==> src/design/lve_pkg.sv <==
// Package: shared types, substitution tables and codes for the leet variant enumerator.
package lve_pkg;

  localparam int MAX_WORD_LEN_DEF = 32;

  localparam logic [1:0] KIND_BEGIN  = 2'd0;
  localparam logic [1:0] KIND_APPEND = 2'd1;
  localparam logic [1:0] KIND_NEXT   = 2'd2;

  localparam logic [2:0] SET_ZERO   = 3'd0;
  localparam logic [2:0] SET_ONE    = 3'd1;
  localparam logic [2:0] SET_TWO    = 3'd2;
  localparam logic [2:0] SET_THREE  = 3'd3;
  localparam logic [2:0] SET_FOUR   = 3'd4;
  localparam logic [2:0] SET_DOLLAR = 3'd5;

  typedef enum logic [2:0] {
    ST_IDLE,
    ST_ADV_RD,
    ST_ADV_CHK,
    ST_EMIT_RD,
    ST_EMIT_OUT,
    ST_EXH
  } lve_state_t;

  typedef struct packed {
    logic [7:0] ch;
    logic       flag;
    logic [2:0] set;
    logic [1:0] pos;
  } lve_entry_t;

  typedef struct packed {
    logic clear_word;
    logic append;
    logic idx_clear;
    logic idx_inc;
    logic adv_write;
    logic exh_sel;
  } lve_cmd_t;

  typedef struct packed {
    logic any_subst;
    logic at_last;
    logic rd_flag;
    logic rd_wrap;
  } lve_stat_t;

  function automatic logic [3:0] head_match(input logic [7:0] c);
    logic [3:0] r;
    case (c)
      8'h30:   r = {1'b1, SET_ZERO};
      8'h31:   r = {1'b1, SET_ONE};
      8'h32:   r = {1'b1, SET_TWO};
      8'h33:   r = {1'b1, SET_THREE};
      8'h34:   r = {1'b1, SET_FOUR};
      8'h24:   r = {1'b1, SET_DOLLAR};
      default: r = 4'd0;
    endcase
    return r;
  endfunction

  function automatic logic [2:0] set_size(input logic [2:0] set);
    logic [2:0] r;
    case (set)
      SET_ZERO: r = 3'd3;
      SET_ONE:  r = 3'd4;
      SET_FOUR: r = 3'd3;
      default:  r = 3'd2;
    endcase
    return r;
  endfunction

  function automatic logic [7:0] set_char(input logic [2:0] set, input logic [1:0] pos);
    logic [7:0] r;
    case ({set, pos})
      {SET_ZERO, 2'd0}:   r = 8'h30;
      {SET_ZERO, 2'd1}:   r = 8'h6f;
      {SET_ZERO, 2'd2}:   r = 8'h4f;
      {SET_ONE, 2'd0}:    r = 8'h31;
      {SET_ONE, 2'd1}:    r = 8'h69;
      {SET_ONE, 2'd2}:    r = 8'h6c;
      {SET_ONE, 2'd3}:    r = 8'h49;
      {SET_TWO, 2'd0}:    r = 8'h32;
      {SET_TWO, 2'd1}:    r = 8'h61;
      {SET_THREE, 2'd0}:  r = 8'h33;
      {SET_THREE, 2'd1}:  r = 8'h65;
      {SET_FOUR, 2'd0}:   r = 8'h34;
      {SET_FOUR, 2'd1}:   r = 8'h61;
      {SET_FOUR, 2'd2}:   r = 8'h68;
      {SET_DOLLAR, 2'd0}: r = 8'h24;
      {SET_DOLLAR, 2'd1}: r = 8'h73;
      default:            r = 8'h00;
    endcase
    return r;
  endfunction

endpackage

==> src/design/lve_dp.sv <==
// Datapath: word memory, length, odometer index and result formatting.
module lve_dp #(
  parameter int MAX_WORD_LEN = lve_pkg::MAX_WORD_LEN_DEF
) (
  input  logic              clk,
  input  logic              rst,
  input  lve_pkg::lve_cmd_t cmd,
  input  logic [7:0]        ch,
  output lve_pkg::lve_stat_t stat,
  output logic [7:0]        out_char,
  output logic              last,
  output logic              exhausted
);

  localparam int AW = (MAX_WORD_LEN > 1) ? $clog2(MAX_WORD_LEN) : 1;
  localparam int LW = $clog2(MAX_WORD_LEN + 1);

  lve_pkg::lve_entry_t mem [MAX_WORD_LEN];
  lve_pkg::lve_entry_t rd_data;
  lve_pkg::lve_entry_t wr_data;
  logic [AW-1:0]       wr_addr;
  logic                wr_en;
  logic [LW-1:0]       len;
  logic                any_subst;
  logic [AW-1:0]       idx;
  logic [3:0]          hit;
  logic                can_append;
  logic [2:0]          pos_inc;
  logic                wrap;
  logic [7:0]          cur_char;

  assign hit        = lve_pkg::head_match(ch);
  assign can_append = cmd.append && (ch != 8'd0) && (len < LW'(MAX_WORD_LEN));
  assign pos_inc    = {1'b0, rd_data.pos} + 3'd1;
  assign wrap       = pos_inc >= lve_pkg::set_size(rd_data.set);

  always_comb begin
    wr_en   = 1'b0;
    wr_addr = idx;
    wr_data = rd_data;
    if (can_append) begin
      wr_en        = 1'b1;
      wr_addr      = len[AW-1:0];
      wr_data.ch   = ch;
      wr_data.flag = hit[3];
      wr_data.set  = hit[2:0];
      wr_data.pos  = 2'd0;
    end else if (cmd.adv_write && rd_data.flag) begin
      wr_en       = 1'b1;
      wr_data.pos = wrap ? 2'd0 : pos_inc[1:0];
    end
  end

  always_ff @(posedge clk) begin
    if (wr_en) begin
      mem[wr_addr] <= wr_data;
    end
    rd_data <= mem[idx];
  end

  always_ff @(posedge clk) begin
    if (rst) begin
      len       <= '0;
      any_subst <= 1'b0;
      idx       <= '0;
    end else begin
      if (cmd.clear_word) begin
        len       <= '0;
        any_subst <= 1'b0;
      end else if (can_append) begin
        len       <= len + LW'(1);
        any_subst <= any_subst | hit[3];
      end
      if (cmd.idx_clear) begin
        idx <= '0;
      end else if (cmd.idx_inc) begin
        idx <= idx + AW'(1);
      end
    end
  end

  assign cur_char = rd_data.flag ? lve_pkg::set_char(rd_data.set, rd_data.pos) : rd_data.ch;

  assign stat.any_subst = any_subst;
  assign stat.at_last   = (LW'(idx) + LW'(1)) == len;
  assign stat.rd_flag   = rd_data.flag;
  assign stat.rd_wrap   = wrap;

  assign out_char  = cmd.exh_sel ? 8'd0 : cur_char;
  assign last      = cmd.exh_sel | stat.at_last;
  assign exhausted = cmd.exh_sel;

endmodule

==> src/design/lve_ctrl.sv <==
// Controller: state machine that sequences load, odometer advance and emit.
module lve_ctrl (
  input  logic               clk,
  input  logic               rst,
  input  logic               in_valid,
  output logic               in_stall,
  input  logic [1:0]         kind,
  output logic               out_valid,
  input  logic               out_stall,
  input  lve_pkg::lve_stat_t stat,
  output lve_pkg::lve_cmd_t  cmd
);

  lve_pkg::lve_state_t state;
  lve_pkg::lve_state_t state_next;
  logic                in_acc;

  assign in_acc = in_valid && (state == lve_pkg::ST_IDLE);

  always_ff @(posedge clk) begin
    if (rst) begin
      state <= lve_pkg::ST_IDLE;
    end else begin
      state <= state_next;
    end
  end

  always_comb begin
    state_next = state;
    case (state)
      lve_pkg::ST_IDLE: begin
        if (in_acc && kind == lve_pkg::KIND_NEXT) begin
          state_next = stat.any_subst ? lve_pkg::ST_ADV_RD : lve_pkg::ST_EXH;
        end
      end
      lve_pkg::ST_ADV_RD: state_next = lve_pkg::ST_ADV_CHK;
      lve_pkg::ST_ADV_CHK: begin
        if (stat.rd_flag && !stat.rd_wrap) begin
          state_next = lve_pkg::ST_EMIT_RD;
        end else if (stat.at_last) begin
          state_next = lve_pkg::ST_EXH;
        end else begin
          state_next = lve_pkg::ST_ADV_RD;
        end
      end
      lve_pkg::ST_EMIT_RD: state_next = lve_pkg::ST_EMIT_OUT;
      lve_pkg::ST_EMIT_OUT: begin
        if (!out_stall) begin
          state_next = stat.at_last ? lve_pkg::ST_IDLE : lve_pkg::ST_EMIT_RD;
        end
      end
      lve_pkg::ST_EXH: begin
        if (!out_stall) begin
          state_next = lve_pkg::ST_IDLE;
        end
      end
      default: state_next = lve_pkg::ST_IDLE;
    endcase
  end

  always_comb begin
    cmd       = '0;
    in_stall  = 1'b1;
    out_valid = 1'b0;
    case (state)
      lve_pkg::ST_IDLE: begin
        in_stall       = 1'b0;
        cmd.clear_word = in_acc && kind == lve_pkg::KIND_BEGIN;
        cmd.append     = in_acc && kind == lve_pkg::KIND_APPEND;
        cmd.idx_clear  = 1'b1;
      end
      lve_pkg::ST_ADV_CHK: begin
        cmd.adv_write = 1'b1;
        if (stat.rd_flag && !stat.rd_wrap) begin
          cmd.idx_clear = 1'b1;
        end else begin
          cmd.idx_inc = 1'b1;
        end
      end
      lve_pkg::ST_EMIT_OUT: begin
        out_valid   = 1'b1;
        cmd.idx_inc = !out_stall && !stat.at_last;
      end
      lve_pkg::ST_EXH: begin
        out_valid   = 1'b1;
        cmd.exh_sel = 1'b1;
      end
      default: begin
        cmd = '0;
      end
    endcase
  end

`ifndef SYNTHESIS
  a_reset_idle: assert property (@(posedge clk) rst |=> state == lve_pkg::ST_IDLE)
    else $error("controller not idle after reset");
  a_no_overlap: assert property (@(posedge clk) disable iff (rst) !in_stall |-> !out_valid)
    else $error("input taken while a result is pending");
  a_exh_done: assert property (@(posedge clk) disable iff (rst)
      state == lve_pkg::ST_EXH && !out_stall |=> state == lve_pkg::ST_IDLE)
    else $error("exhausted item not followed by idle");
  a_no_subst: assert property (@(posedge clk) disable iff (rst)
      in_acc && kind == lve_pkg::KIND_NEXT && !stat.any_subst |=> state == lve_pkg::ST_EXH)
    else $error("request on plain word did not go exhausted");
`endif

endmodule

==> src/design/leet_variant_enumerator.sv <==
// Top level: leet variant enumerator, controller plus datapath.
// Input channel (in_valid/in_stall, kind, ch): kind BEGIN clears the word, APPEND adds ch
// (zero byte or full word ignored), NEXT advances the substitution odometer; kind 3 is dropped.
// Begin and append give no result item.
// Output channel (out_valid/out_stall, out_char, last, exhausted): a NEXT request gives
// either the whole current variant, one character per item with last on the final one,
// or a single exhausted item (out_char zero, last set) when nothing is transformable or
// the odometer has wrapped back to the original word.
// A NEXT request walks the carry through word positions (ST_ADV_RD, then ST_ADV_CHK, for each),
// then emits characters (ST_EMIT_RD, then ST_EMIT_OUT, for each), because every step reads the
// word memory through its registered read port.
// One item is in work at a time: in_stall is high from the cycle after a NEXT is taken
// until its last result item is taken.
// While out_stall is high the pending result item holds and the block waits.
// Reset (rst, synchronous) empties the word and returns the controller to idle; the word
// memory itself is not cleared.
module leet_variant_enumerator #(
  parameter int MAX_WORD_LEN = lve_pkg::MAX_WORD_LEN_DEF
) (
  input  logic       clk,
  input  logic       rst,
  input  logic       in_valid,
  output logic       in_stall,
  input  logic [1:0] kind,
  input  logic [7:0] ch,
  output logic       out_valid,
  input  logic       out_stall,
  output logic [7:0] out_char,
  output logic       last,
  output logic       exhausted
);

  lve_pkg::lve_cmd_t  cmd;
  lve_pkg::lve_stat_t stat;

  lve_ctrl u_ctrl (
    .clk       (clk),
    .rst       (rst),
    .in_valid  (in_valid),
    .in_stall  (in_stall),
    .kind      (kind),
    .out_valid (out_valid),
    .out_stall (out_stall),
    .stat      (stat),
    .cmd       (cmd)
  );

  lve_dp #(
    .MAX_WORD_LEN (MAX_WORD_LEN)
  ) u_dp (
    .clk       (clk),
    .rst       (rst),
    .cmd       (cmd),
    .ch        (ch),
    .stat      (stat),
    .out_char  (out_char),
    .last      (last),
    .exhausted (exhausted)
  );

endmodule

==> config.mk <==
export PLATFORM = sky130hd
export DESIGN_NAME = leet_variant_enumerator
export DESIGN_NICKNAME = d
export VERILOG_FILES = /design/src/design/lve_pkg.sv /design/src/design/lve_dp.sv /design/src/design/lve_ctrl.sv /design/src/design/leet_variant_enumerator.sv
export SDC_FILE = /design/constraint.sdc
export NUM_CORES = 1
export LEC_CHECK = 0
export CORE_MARGIN = 10
export CORE_UTILIZATION = 50
export DETAILED_ROUTE_END_ITERATION = 8
export DONT_BUFFER_PORTS = 1
export PLACE_DENSITY = 0.69
export SYNTH_ARGS = -nofsm -noshare
export SYNTH_HDL_FRONTEND = slang
export SYNTH_SLANG_ARGS = --single-unit
export TNS_END_PERCENT = 20
==> constraint.sdc <==
create_clock -name clk -period 5.55 [get_ports clk]
set_clock_uncertainty 0.2 [all_clocks]
set_input_delay 0.8325 -clock clk [delete_from_list [all_inputs] [get_ports clk]]
set_output_delay 0.8325 -clock clk [all_outputs]
set_load 0.01 [all_outputs]
==> impl_table.tex <==
\begin{tabular}{lr}
\hline
Metric & Value \\
\hline
\multicolumn{2}{l}{\textbf{Drt}} \\
Total detailed-routing wirelength & 39500 um \\
Initial drt markers & 1228 \\
Routed vias & 9177 \\
Routed vias/inst & 6.09 \\
Remaining antenna violation count & 0 \\
Routed WL per cell & 26.2 um \\
Total DRC errors in the routed layout & 0 \\
Drt pass-1 iters & 5 \\
\multicolumn{2}{l}{\textbf{STA}} \\
Tcrit/Tclk final & 69.9\% \\
Worst Hold Slack & 0.146 ns \\
Number of pins exceeding their max-slew limit in the final report & 0 \\
Tmin final & 3.88 ns \\
Highest Clock Rate & 258 MHz \\
Actual slew at the worst max-slew pin & 1.27 ns \\
Final total negative setup slack & 0 ns \\
Total setup violations reported at the end of the flow & 0 \\
Max transition margin & 15.1\% \\
Unrepaired setup endpoints after global routing & no \\
Final hold violations & 0 \\
\multicolumn{2}{l}{\textbf{Worst setup path}} \\
Kind of critical path & flop to flop \\
Data required time at the worst endpoint & 5.51 ns \\
Critical path endpoint category & flop \\
Critical-path maximum fanout & 14 \\
Critical Path Slowest Stage Cell & sky130\_fd\_sc\_hd\_\_nor3\_2 \\
Worst setup SP type & flop \\
List of cells traversed by the critical path & nor3\_4 > nand3b\_1 > or4b\_1 > nor3\_1 > a31oi\_2 > nor3\_2 \\
Delay of the slowest critical-path stage & 1.04 ns \\
Arrival time at the worst endpoint & 3.84 ns \\
\multicolumn{2}{l}{\textbf{Final layout}} \\
Area of all placed cells without fillers & 21400 um\^{}2 \\
Total Nets Final & 991 \\
Synth-to-Final Area Change & 11.5\% \\
Core occupancy in the finished layout & 56.6\% \\
Antenna diode count & 0 \\
Number of inserted filler cells in the final layout & 2750 \\
Fraction of layout cells with a size suffix above 1 & 30.8\% \\
\multicolumn{2}{l}{\textbf{Outcome}} \\
Status & finished clean \\
\multicolumn{2}{l}{\textbf{Placed design}} \\
Half-perimeter wire length after detailed placement & 24200 um \\
Area after detailed placement & 20100 um\^{}2 \\
Weighted congestion reported at the end of routability-driven placement & 0.845 \\
Number of port buffers & 0 \\
\multicolumn{2}{l}{\textbf{GRT}} \\
Overall global routing resource usage & 17.2\% \\
Via count of the first global-routing pass & 9157 \\
Overflow left after global routing & 0 \\
Global-route wire length before repair & 60300 um \\
Maximum number of pins on one net before global-route repair & 53 \\
Antenna violations before repair & 0 \\
\multicolumn{2}{l}{\textbf{Logic synthesis}} \\
Post-synth cell types & 51 \\
Post-synthesis net count & 953 \\
Post-synth EDFFs & 448 \\
Primary flip-flop cell chosen by synthesis mapping & sky130\_fd\_sc\_hd\_\_edfxtp\_1 \\
Average cell area after synthesis & 20.7 um\^{}2 \\
Number of warnings printed during yosys synthesis & 0 \\
Area of the mapped netlist & 19200 um\^{}2 \\
Number of register bits inferred by synthesis & 477 \\
Fraction of the yosys area taken by sequential cells & 73.2\% \\
Count of mapped cells out of synthesis & 928 \\
Fraction of synthesis flops using an asynchronous set or reset pin & 0\% \\
\multicolumn{2}{l}{\textbf{Power and ir drop}} \\
Areal power density over the cells & 320 nW/um\^{}2 \\
Leak Pwr & 6.40 nW \\
Maximum vdd ir drop & 0.238 mV \\
Total power of the final layout & 6.83 mW \\
\multicolumn{2}{l}{\textbf{Die}} \\
Die height & 216 um \\
Width of the chip & 216 um \\
I/O Pins & 26 \\
Effective utilization at floorplan & 50.8\% \\
Core area & 37800 um\^{}2 \\
Area enclosed by the die boundary & 46600 um\^{}2 \\
Std cell rows & 71 \\
\multicolumn{2}{l}{\textbf{CTS}} \\
Number of buffers added by the clock tree synthesis step & 44 \\
H-tree level count & 2 \\
Post-CTS setup repair buffer count & 0 \\
Clock slew at reported path FFs & 0.06 ns \\
Cell chosen for the clock root & sky130\_fd\_sc\_hd\_\_clkbuf\_16 \\
Post-cts hold buffer count & 0 \\
Worst skew pair latency & 0.55 ns \\
Clock buffer depth & 3 \\
Number of sinks driven by the clock tree & 477 \\
TritonCTS clock tree & done \\
Post-CTS sizing & 0 \\
\multicolumn{2}{l}{\textbf{Job}} \\
Count of maximum capacitance violations & 0 \\
\multicolumn{2}{l}{\textbf{Min path}} \\
Hold WC Path Type & primary input to flop \\
\hline
\end{tabular}
==> layer usage <==
metal	vias to the layer above	share of wire, %	track usage [%]	routed length (um)
li1	3944	-	-	-
met1	4799	44	25.9	17400
met2	380	45	24.9	17700
met3	54	8.3	3.19	3260
met4	0	2.7	5.66	1050
met5	-	0	0	0
==> cells in the final DEF, fill, tap and decap left out, types with 4 or more instances in the layout <==
| master | netlist | layout |
|---|---|---|
| sky130_fd_sc_hd__a211oi_1 | 7 | 7 |
| sky130_fd_sc_hd__a21oi_1 | 13 | 13 |
| sky130_fd_sc_hd__a31oi_1 | 6 | 6 |
| sky130_fd_sc_hd__buf_4 | 2 | 44 |
| sky130_fd_sc_hd__clkbuf_1 | 28 | 14 |
| sky130_fd_sc_hd__clkbuf_16 | 0 | 45 |
| sky130_fd_sc_hd__clkinv_1 | 1 | 10 |
| sky130_fd_sc_hd__clkinv_2 | 0 | 4 |
| sky130_fd_sc_hd__dfxtp_1 | 29 | 25 |
| sky130_fd_sc_hd__edfxtp_1 | 448 | 448 |
| sky130_fd_sc_hd__ha_1 | 11 | 11 |
| sky130_fd_sc_hd__inv_1 | 14 | 14 |
| sky130_fd_sc_hd__mux2_2 | 22 | 22 |
| sky130_fd_sc_hd__mux2i_1 | 5 | 5 |
| sky130_fd_sc_hd__mux4_2 | 141 | 141 |
| sky130_fd_sc_hd__nand2_1 | 14 | 14 |
| sky130_fd_sc_hd__nand2b_1 | 5 | 5 |
| sky130_fd_sc_hd__nand3_1 | 5 | 5 |
| sky130_fd_sc_hd__nand4_1 | 4 | 4 |
| sky130_fd_sc_hd__nor2_1 | 32 | 30 |
| sky130_fd_sc_hd__nor2b_1 | 5 | 5 |
| sky130_fd_sc_hd__nor3_1 | 43 | 14 |
| sky130_fd_sc_hd__nor3_2 | 0 | 29 |
| sky130_fd_sc_hd__nor3b_1 | 7 | 7 |
| sky130_fd_sc_hd__o21ai_0 | 12 | 11 |
| sky130_fd_sc_hd__or3_1 | 5 | 5 |
| sky130_fd_sc_hd__xnor2_1 | 8 | 8 |
==> state kept, by name, summed over array words and instances, names as in the netlist <==
register        cells
u_dp.mem          448
u_dp.len            6
u_dp.any_subst      1
u_dp.idx            5
u_dp.stat           1
u_dp.rd_data       13
u_ctrl.state        3
==> worst max-delay path, delay by kind of cell (launching register included) <==
| family | cells | cell delay, ns |
|---|---|---|
| AND/OR/NAND/NOR | 5 | 2.66 |
| AO/OA/AOI/OAI | 1 | 0.17 |
| flip-flops | 1 | 0.44 |
==> where the power goes <==
part / total [mW] / internal (mW) / switching [mW]
Sequential: 3.95 / 3.94 / 0.0109
Combinational: 0.140 / 0.0361 / 0.104
Clock: 2.74 / 1.53 / 1.21
==> logic make-up (layout without fill, tap and decap cells) <==
| group | count (synthesis) | count (layout) | share of synthesized area (%) |
|---|---|---|---|
| mux | 170 | 170 | 18.3 |
| compound gates | 62 | 62 | 2.25 |
| fa+ha+maj | 11 | 11 | 0.718 |
| simple gates | 130 | 130 | 3.51 |
| flops | 477 | 477 | 73.2 |
| xor+xnor | 11 | 11 | 0.503 |
| buf+inv | 67 | 135 | 1.50 |
==> metrics by stage <==
| stage | instances | setup WS (ns) |
|---|---|---|
| 3_3_place_gp | 1431 | 1.48 |
| 5_1_grt | 1507 | 1.31 |
| 4_1_cts | 1507 | 1.61 |
| 2_1_floorplan | 928 | 1.57 |
| 6_report | 1507 | 1.67 |
| 3_5_place_dp | 1431 | 1.43 |
==> path summary, 6_finish.rpt <==
| path | from | to | slack (ns) | cells past startpoint |
|---|---|---|---|---|
| hold reg to reg | u_dp.any_subst | u_dp.any_subst | 0.31 | 2 |
| setup reg to reg | u_ctrl.state[2] | u_dp.mem[30][7] | 1.67 | 6 |
| hold / removal | rst | u_ctrl.state[0] | 0.15 | 1 |
| setup / recovery | u_ctrl.state[2] | u_dp.mem[30][7] | 1.67 | 6 |
==> synth_stat cells (all sizes together) (12+ instances only) <==
cell,n,share of area [%]
edfxtp,448,70
mux4,141,17
nor3,44,1.2
nor2,32,0.63
dfxtp,29,3.0
clkbuf,28,0.55
buf,24,0.66
mux2,23,1.4
inv,14,0.27
nand2,14,0.27
a21oi,13,0.34
o21ai,12,0.31
==> layout make-up <==
| type | instances | area (um^2) | share of cell area, % |
|---|---|---|---|
| clock buffers | 59 | 1180 | 5.51 |
| clock inverters | 17 | 109 | 0.509 |
| well taps | 511 | 639 | 2.99 |
| inverters | 15 | 56.3 | 0.263 |
| multi-input cells | 384 | 5020 | 23.5 |
| flip-flops and latches | 477 | 14000 | 65.7 |
| repair buffers | 44 | 330 | 1.54 |
Power figures use the tool's default switching activity.
